$ cat config.mk
export PLATFORM = sky130hd
export DESIGN_NAME = circle_polygon_vertex_generator
export DESIGN_NICKNAME = d
export VERILOG_FILES = /design/src/rtl/core/cpvg_pkg.sv /design/src/rtl/core/cpvg_square.sv /design/src/rtl/core/cpvg_sqrt.sv /design/src/rtl/core/cpvg_sweep.sv /design/src/rtl/core/circle_polygon_vertex_generator.sv
export SDC_FILE = /design/constraint.sdc
export NUM_CORES = 2
export LEC_CHECK = 0
export ABC_AREA = 0
export BUFFER_PORTS_ARGS = -buffer_cell sky130_fd_sc_hd__buf_4
export CAP_MARGIN = 40
export CORE_ASPECT_RATIO = 2
export CORE_MARGIN = 2
export CORE_UTILIZATION = 50
export DETAILED_ROUTE_END_ITERATION = 8
export PLACE_DENSITY_LB_ADDON = 0.2
export SYNTH_ARGS = -nofsm -noshare
export SYNTH_HDL_FRONTEND = slang
export SYNTH_SLANG_ARGS = --single-unit
$ cat constraint.sdc
create_clock -name clk -period 31.5 [get_ports clk]
set_input_delay 0 -clock clk [delete_from_list [all_inputs] [get_ports clk]]
set_output_delay 0 -clock clk [all_outputs]
set_load 0.05 [all_outputs]
$ cat src/rtl/core/cpvg_pkg.sv
package cpvg_pkg;

	localparam int VERTEX_COUNT = 36;
	localparam int ANGLE_STEPS = 36;

	// Root extraction: two result bits per pipeline stage over a 36-bit radicand.
	localparam int SQRT_STEPS = 18;
	localparam int SQRT_STEPS_PER_STAGE = 2;
	localparam int SQRT_STAGES = SQRT_STEPS / SQRT_STEPS_PER_STAGE;

	localparam logic [5:0] LAST_NUMBER = 6'(VERTEX_COUNT - 1);
	localparam logic [5:0] LAST_ANGLE = 6'(ANGLE_STEPS - 1);
	localparam logic [5:0] QUARTER = 6'(ANGLE_STEPS / 4);
	localparam logic [5:0] HALF = 6'(ANGLE_STEPS / 2);
	localparam logic [5:0] THREE_QUARTERS = 6'(3 * ANGLE_STEPS / 4);
	localparam logic [5:0] FULL_TURN = 6'(ANGLE_STEPS);

	typedef struct packed {
		logic signed [15:0] center_x;
		logic signed [15:0] center_y;
		logic signed [15:0] rim_x;
		logic signed [15:0] rim_y;
	} in_item_t;

	typedef struct packed {
		logic signed [15:0] vertex_x;
		logic signed [15:0] vertex_y;
		logic [5:0]         vertex_number;
		logic               last_vertex;
	} out_item_t;

	// Squared distance with the centre carried alongside.
	typedef struct packed {
		logic [32:0]        sum;
		logic signed [15:0] cx;
		logic signed [15:0] cy;
	} sq_item_t;

	// Working state of the digit-by-digit square root.
	typedef struct packed {
		logic [35:0]        n;
		logic [17:0]        root;
		logic [20:0]        rem;
		logic signed [15:0] cx;
		logic signed [15:0] cy;
	} sqst_t;

	// cos of 0, 10, ... 90 degrees in Q1.15.
	function automatic logic [15:0] quarter_cos(input logic [3:0] i);
		logic [15:0] v;
		case (i)
			4'd0: v = 16'd32767;
			4'd1: v = 16'd32270;
			4'd2: v = 16'd30793;
			4'd3: v = 16'd28378;
			4'd4: v = 16'd25102;
			4'd5: v = 16'd21063;
			4'd6: v = 16'd16384;
			4'd7: v = 16'd11207;
			4'd8: v = 16'd5690;
			default: v = 16'd0;
		endcase
		return v;
	endfunction

	// Cosine of angle step a (0 to 35) folded onto the first quadrant.
	function automatic logic signed [15:0] trig_q15(input logic [5:0] a);
		logic [5:0] d;
		logic neg;
		logic signed [15:0] m;
		if (a < QUARTER) begin
			d = a;
			neg = 1'b0;
		end else if (a < HALF) begin
			d = HALF - a;
			neg = 1'b1;
		end else if (a < THREE_QUARTERS) begin
			d = a - HALF;
			neg = 1'b1;
		end else begin
			d = FULL_TURN - a;
			neg = 1'b0;
		end
		m = signed'(quarter_cos(d[3:0]));
		return neg ? -m : m;
	endfunction

	// One restoring square-root step: brings down two radicand bits.
	function automatic sqst_t sqrt_step(input sqst_t s);
		sqst_t o;
		logic [20:0] rem2;
		logic [20:0] t;
		o = s;
		rem2 = {s.rem[18:0], s.n[35:34]};
		t = {1'b0, s.root, 2'b01};
		o.n = {s.n[33:0], 2'b00};
		if (rem2 >= t) begin
			o.rem = rem2 - t;
			o.root = {s.root[16:0], 1'b1};
		end else begin
			o.rem = rem2;
			o.root = {s.root[16:0], 1'b0};
		end
		return o;
	endfunction

endpackage

$ cat src/rtl/core/cpvg_square.sv
module cpvg_square import cpvg_pkg::*; (
	input  logic      clk,
	input  logic      arst_n,
	input  logic      in_valid,
	output logic      in_ready,
	input  in_item_t  in_item,
	output logic      out_valid,
	input  logic      out_ready,
	output sq_item_t  out_item
);

	logic               valid_s1, valid_s2, valid_s3;
	logic               adv1, adv2, adv3;
	logic signed [16:0] dx_s1, dy_s1;
	logic signed [15:0] cx_s1, cy_s1, cx_s2, cy_s2;
	logic [31:0]        sqx_s2, sqy_s2;
	sq_item_t           res_s3;
	logic signed [33:0] sqx_w, sqy_w;

	assign adv3 = !valid_s3 || out_ready;
	assign adv2 = !valid_s2 || adv3;
	assign adv1 = !valid_s1 || adv2;
	assign in_ready = adv1;

	assign sqx_w = dx_s1 * dx_s1;
	assign sqy_w = dy_s1 * dy_s1;

	always_ff @(posedge clk or negedge arst_n) begin
		if (!arst_n) begin
			valid_s1 <= 1'b0;
			valid_s2 <= 1'b0;
			valid_s3 <= 1'b0;
		end else begin
			if (adv1) valid_s1 <= in_valid;
			if (adv2) valid_s2 <= valid_s1;
			if (adv3) valid_s3 <= valid_s2;
		end
	end

	always_ff @(posedge clk) begin
		if (adv1) begin
			dx_s1 <= 17'(in_item.center_x) - 17'(in_item.rim_x);
			dy_s1 <= 17'(in_item.center_y) - 17'(in_item.rim_y);
			cx_s1 <= in_item.center_x;
			cy_s1 <= in_item.center_y;
		end
		if (adv2) begin
			// Each square is below 2^32, so the low word is exact.
			sqx_s2 <= sqx_w[31:0];
			sqy_s2 <= sqy_w[31:0];
			cx_s2 <= cx_s1;
			cy_s2 <= cy_s1;
		end
		if (adv3) begin
			res_s3.sum <= {1'b0, sqx_s2} + {1'b0, sqy_s2};
			res_s3.cx <= cx_s2;
			res_s3.cy <= cy_s2;
		end
	end

	assign out_valid = valid_s3;
	assign out_item = res_s3;

endmodule

$ cat src/rtl/core/cpvg_sqrt.sv
module cpvg_sqrt import cpvg_pkg::*; (
	input  logic     clk,
	input  logic     arst_n,
	input  logic     in_valid,
	output logic     in_ready,
	input  sq_item_t in_item,
	output logic     out_valid,
	input  logic     out_ready,
	output sqst_t    out_item
);

	sqst_t                  stage_s [SQRT_STAGES];
	logic [SQRT_STAGES-1:0] valid_s;
	logic [SQRT_STAGES:0]   adv;
	sqst_t                  init_w;

	always_comb begin
		init_w.n = {3'b000, in_item.sum};
		init_w.root = '0;
		init_w.rem = '0;
		init_w.cx = in_item.cx;
		init_w.cy = in_item.cy;
	end

	assign adv[SQRT_STAGES] = out_ready;

	for (genvar i = 0; i < SQRT_STAGES; i++) begin : g_stage
		sqst_t src_w, nxt_w;
		logic  vin_w;

		if (i == 0) begin : g_first
			assign src_w = init_w;
			assign vin_w = in_valid;
		end else begin : g_rest
			assign src_w = stage_s[i-1];
			assign vin_w = valid_s[i-1];
		end

		always_comb begin
			nxt_w = src_w;
			for (int j = 0; j < SQRT_STEPS_PER_STAGE; j++) begin
				nxt_w = sqrt_step(nxt_w);
			end
		end

		assign adv[i] = !valid_s[i] || adv[i+1];

		always_ff @(posedge clk or negedge arst_n) begin
			if (!arst_n) begin
				valid_s[i] <= 1'b0;
			end else if (adv[i]) begin
				valid_s[i] <= vin_w;
			end
		end

		always_ff @(posedge clk) begin
			if (adv[i]) stage_s[i] <= nxt_w;
		end
	end

	assign in_ready = adv[0];
	assign out_valid = valid_s[SQRT_STAGES-1];
	assign out_item = stage_s[SQRT_STAGES-1];

endmodule

$ cat src/rtl/core/cpvg_sweep.sv
module cpvg_sweep import cpvg_pkg::*; (
	input  logic      clk,
	input  logic      arst_n,
	input  logic      in_valid,
	output logic      in_ready,
	input  sqst_t     in_item,
	output logic      out_valid,
	input  logic      out_ready,
	output out_item_t out_item
);

	logic               busy_q;
	logic [5:0]         k_q, ang_q;
	logic [16:0]        r_q;
	logic signed [15:0] cx_q, cy_q;
	logic               emit, at_last;
	logic [5:0]         sin_ang;
	logic signed [15:0] cos_w, sin_w;
	logic signed [33:0] px_w, py_w;

	logic               valid_s1, valid_s2, valid_s3;
	logic               adv1, adv2, adv3;
	logic signed [33:0] px_s1, py_s1;
	logic signed [15:0] cx_s1, cy_s1, cx_s2, cy_s2;
	logic [5:0]         num_s1, num_s2;
	logic               last_s1, last_s2;
	logic signed [18:0] qx_s2, qy_s2;
	out_item_t          res_s3;

	// Round to nearest with halves away from zero, as one add and a shift.
	function automatic logic signed [18:0] round_q15(input logic signed [33:0] p);
		logic signed [33:0] b;
		b = p + (p[33] ? 34'sd16383 : 34'sd16384);
		return b[33:15];
	endfunction

	function automatic logic signed [15:0] sat16(input logic signed [19:0] v);
		logic signed [15:0] o;
		if (v > 20'sd32767) begin
			o = 16'sh7FFF;
		end else if (v < -20'sd32768) begin
			o = 16'sh8000;
		end else begin
			o = v[15:0];
		end
		return o;
	endfunction

	assign adv3 = !valid_s3 || out_ready;
	assign adv2 = !valid_s2 || adv3;
	assign adv1 = !valid_s1 || adv2;

	assign at_last = (k_q == LAST_NUMBER);
	assign emit = busy_q && adv1;
	// The next circle loads in the cycle that the last vertex leaves.
	assign in_ready = !busy_q || (emit && at_last);

	assign sin_ang = (ang_q >= QUARTER) ? ang_q - QUARTER : ang_q + THREE_QUARTERS;
	assign cos_w = trig_q15(ang_q);
	assign sin_w = trig_q15(sin_ang);
	assign px_w = $signed({1'b0, r_q}) * cos_w;
	assign py_w = $signed({1'b0, r_q}) * sin_w;

	always_ff @(posedge clk or negedge arst_n) begin
		if (!arst_n) begin
			busy_q <= 1'b0;
			k_q <= '0;
			ang_q <= '0;
		end else begin
			if (emit) begin
				if (at_last) busy_q <= 1'b0;
				k_q <= k_q + 6'd1;
				ang_q <= (ang_q == LAST_ANGLE) ? 6'd0 : ang_q + 6'd1;
			end
			if (in_valid && in_ready) begin
				busy_q <= 1'b1;
				k_q <= '0;
				ang_q <= '0;
			end
		end
	end

	always_ff @(posedge clk) begin
		if (in_valid && in_ready) begin
			// Round the root up when the remainder exceeds the root.
			r_q <= in_item.root[16:0] + 17'(in_item.rem > 21'(in_item.root));
			cx_q <= in_item.cx;
			cy_q <= in_item.cy;
		end
	end

	always_ff @(posedge clk or negedge arst_n) begin
		if (!arst_n) begin
			valid_s1 <= 1'b0;
			valid_s2 <= 1'b0;
			valid_s3 <= 1'b0;
		end else begin
			if (adv1) valid_s1 <= emit;
			if (adv2) valid_s2 <= valid_s1;
			if (adv3) valid_s3 <= valid_s2;
		end
	end

	always_ff @(posedge clk) begin
		if (adv1) begin
			px_s1 <= px_w;
			py_s1 <= py_w;
			cx_s1 <= cx_q;
			cy_s1 <= cy_q;
			num_s1 <= k_q;
			last_s1 <= at_last;
		end
		if (adv2) begin
			qx_s2 <= round_q15(px_s1);
			qy_s2 <= round_q15(py_s1);
			cx_s2 <= cx_s1;
			cy_s2 <= cy_s1;
			num_s2 <= num_s1;
			last_s2 <= last_s1;
		end
		if (adv3) begin
			res_s3.vertex_x <= sat16(20'(cx_s2) + 20'(qx_s2));
			res_s3.vertex_y <= sat16(20'(cy_s2) + 20'(qy_s2));
			res_s3.vertex_number <= num_s2;
			res_s3.last_vertex <= last_s2;
		end
	end

	assign out_valid = valid_s3;
	assign out_item = res_s3;

endmodule

$ cat src/rtl/core/circle_polygon_vertex_generator.sv
// Channel | Direction | Handshake          | Payload
// circle  | in        | in_valid/in_ready   | in_item (centre and rim point)
// vertex  | out       | out_valid/out_ready | out_item (one polygon vertex)
//
// A circle yields 36 vertices, one per cycle while the output is taken; the vertex
// sweep takes the next circle only as the last vertex of the current one leaves.
// On its way to the first vertex a circle passes the squared-distance pipeline,
// the root pipeline, the sweep's load register and the vertex pipeline, in that order.
// Reset clears only the valid bits and the sweep state.
// A stall holds every stage; up to twelve circles queue ahead of the sweep.
module circle_polygon_vertex_generator import cpvg_pkg::*; (
	input  logic      clk,
	input  logic      arst_n,
	input  logic      in_valid,
	output logic      in_ready,
	input  in_item_t  in_item,
	output logic      out_valid,
	input  logic      out_ready,
	output out_item_t out_item
);

	logic     sq_valid, sq_ready;
	sq_item_t sq_item;
	logic     rt_valid, rt_ready;
	sqst_t    rt_item;

	cpvg_square u_square (
		.clk       (clk),
		.arst_n    (arst_n),
		.in_valid  (in_valid),
		.in_ready  (in_ready),
		.in_item   (in_item),
		.out_valid (sq_valid),
		.out_ready (sq_ready),
		.out_item  (sq_item)
	);

	cpvg_sqrt u_sqrt (
		.clk       (clk),
		.arst_n    (arst_n),
		.in_valid  (sq_valid),
		.in_ready  (sq_ready),
		.in_item   (sq_item),
		.out_valid (rt_valid),
		.out_ready (rt_ready),
		.out_item  (rt_item)
	);

	cpvg_sweep u_sweep (
		.clk       (clk),
		.arst_n    (arst_n),
		.in_valid  (rt_valid),
		.in_ready  (rt_ready),
		.in_item   (rt_item),
		.out_valid (out_valid),
		.out_ready (out_ready),
		.out_item  (out_item)
	);

endmodule

==> results.cfg <==
[status]
outcome = finished, final reports clean

[yosys]
yosys_warnings = 0
ys_top_cells_by_area = edfxtp_1, fa_1, ha_1
yosysTopAreaCell = edfxtp_1
async_flop_share_pct = 2.35
yosys_most_used_dff = edfxtp_1
synth_fp_nets = 10273
syn-cell-area_um2 = 94500
synth_edf_count = 1165
syn_area_per_cell_um2 = 11.1
synth_common_cells = inv_1, edfxtp_1, fa_1, ha_1, nand2_1
synth_top_area_share_pct = 37.0
synth_cell_type_count = 117
synth_cells = 8511
ys_seq_area_share_pct = 37.8
synth_seq_cells = 1193
synth.most_common_cell = inv_1

[final_layout]
final_nets = 10500
fillers = 16117
drive_gt1_share_pct = 6.57
synthToLayoutAreaGrowth_pct = 9.57

[clocking]
clk_latency_ns = 0.79
clk_pin_slew_worst_paths_ns = 0.10
cts_buffers = 106
h-tree-depth = 3
cts.sinks = 1193
cts_tree = yes
cts_max_path_buffers = 3
postCtsResizedCells = 0
cts_root_buf = clkbuf_16

[routing]
routedWlPerCell_um = 21.1
first_pass_iters = 5
wl_mm = 239
drc = 0
vias = 63007
antenna_left = 0
drt_iter0_markers = 3071
via_per_inst = 5.56

[setup_path]
slowest_stage = dfrtp_1
startpoint_type = flip-flop
r2r-start = u_sweep.ang_q[0]$_DFFE_PN0P_
critPathKind = flip-flop to flip-flop
cp_slowest_stage_delay_ns = 0.91
crit_top_cell = inv_1
critPathMaxFanout = 26
rrSetupSlack_ns = 18.30
reg2regPathDepth = 43
crit_path_start = u_sweep.ang_q[0]$_DFFE_PN0P_
critPathRequiredTime_ns = 31.96
cp-end-kind = flip-flop
reg2reg_to = u_sweep.py_s1[32]$_DFFE_PP_
crit_arrival_ns = 13.66

[global_routing]
grt_usage_pct = 25.1
grt_pass1_wl_mm = 372
overflow = 0
grt_max_degree = 66
antenna_found_initial = 5
grt_pass1_vias = 68778

[timing]
setup_tns_ns = 0
rsz0062_at_grt = false
clock_skew_ns = 0.121
min_period_ns = 13.20
hold_viol_final = 0
setup_violations = 0
post-route-period-util_pct = 41.9
slew-limit-headroom_pct = 35.0
max_freq_mhz = 75.8
tightest_slew_ns = 0.975
hold_ws_ns = 0.0930
final_max_slew_viol_count = 0

[placed_design]
place_congestion = 0.933
io_buffers = 108
dp_hpwl_mm = 191

[run]
drv_cap = 0

[hold_path]
min_to = u_square.dy_s1[11]$_DFFE_PP_
hp-start = in_item[11]
hp-class = primary input to flip-flop
hold_depth = 5

[die]
dieArea_um2 = 193000
die_h_um = 619
die_x_um = 311
core_area_um2 = 188000
initial_core_util_pct = 50.3
ios = 109
num_rows = 225
critical path: cells and delay by family, from the launching register on:
kind / cells / cell delay (ns)
adder cells (fa/ha/maj): 10 / 4.42
multiplexers: 1 / 0.26
buffers and inverters: 10 / 1.46
XOR/XNOR: 1 / 0.27
flip-flops: 1 / 0.91
AO/OA/AOI/OAI: 13 / 3.00
AND/OR/NAND/NOR: 8 / 2.53
flip-flops by register name, indices dropped and copies added (netlist names), 17 cells and up:
signal / cells
u_sweep.qx_s2: 19
u_sweep.qy_s2: 19
u_square.sqx_s2: 31
u_sqrt.stage_s: 668
u_square.dx_s1: 17
u_square.dy_s1: 17
u_square.sqy_s2: 31
u_sweep.px_s1: 34
u_sweep.py_s1: 34
u_sweep.out_item: 39
u_sweep.r_q: 17
u_square.out_item: 65
cells in the final DEF (no fill, tap or decap), types with 112 or more instances in the layout:
master,n
nor3_1,140
o21ai_0,231
a21oi_1,355
nand2_1,681
a21o_1,119
buf_4,189
nor2_1,432
dlygate4sd3_1,116
fa_1,935
edfxtp_1,1165
ha_1,759
xnor2_1,350
nand3_1,112
inv_1,1366
xor2_1,152
and2_1,342
per-layer routing:
layer	GRT usage, %	vias to the layer above	part of all wire (%)
li1	-	29077	-
met1	21.1	31402	30
met2	52.1	1663	59
met3	2.43	863	3.0
met4	19.1	2	8.7
met5	0	-	0.0067
cells by family (layout without fill, tap and decap cells):
| logic type | Yosys count | in the layout | share of synthesized area [%] |
|---|---|---|---|
| buffers and inverters | 1593 | 1911 | 6.48 |
| adder cells (fa/ha/maj) | 1695 | 1695 | 29.9 |
| AO/OA/AOI/OAI | 1203 | 1203 | 8.41 |
| XOR/XNOR | 513 | 513 | 4.76 |
| multiplexers | 55 | 55 | 0.634 |
| AND/OR/NAND/NOR | 2258 | 2258 | 12.1 |
| flip-flops | 1193 | 1193 | 37.8 |
| other | 1 | 5 | 0.00397 |
through the flow:
step                util [%]  worst slack, ns  std cells  area, um2
floorplan                  -            20.32       8511      94500
global placement        52.3            17.78      10981      98200
detailed placement      52.5            18.46      11010      98700
CTS                     55.1            18.35      11326     104000
global route            55.1            17.46      11329     104000
finish                  55.1            18.30      11330     104000
worst max-delay path by stage:
| stage | to | slack (ns) |
|---|---|---|
| 3_5_place_dp | u_sweep.py_s1[32]$_DFFE_PP_ | 18.46 |
| 2_1_floorplan | u_sweep.py_s1[32]$_DFFE_PP_ | 20.32 |
| 3_3_place_gp | u_sweep.py_s1[32]$_DFFE_PP_ | 17.78 |
| 5_1_grt | u_sweep.py_s1[32]$_DFFE_PP_ | 17.46 |
| 4_1_cts | u_sweep.py_s1[32]$_DFFE_PP_ | 18.35 |
| 6_report | u_sweep.py_s1[32]$_DFFE_PP_ | 18.30 |
cell type report:
type / count / area [um2] / share of cell area (%)
antenna: 4 / 10.0 / 0.00967
clock buffer: 129 / 2760 / 2.67
tap: 2497 / 3120 / 3.02
timing repair buffer: 332 / 3020 / 2.91
multi-input combinational: 5725 / 52800 / 51.1
sequential: 1193 / 35700 / 34.5
inverter: 1380 / 5190 / 5.01
clock inverter: 70 / 885 / 0.855
repair_timing:
| item | 4_1_cts | 5_1_grt |
|---|---|---|
| hold buffers | 117 | 0 |
| endpoints found under the hold margin | 97 | 0 |
| buffers inserted | 0 | 0 |
Power is left out: the tool's default activity adds up to more than one toggle a clock period on the data nets, which glitch-free logic cannot reach.
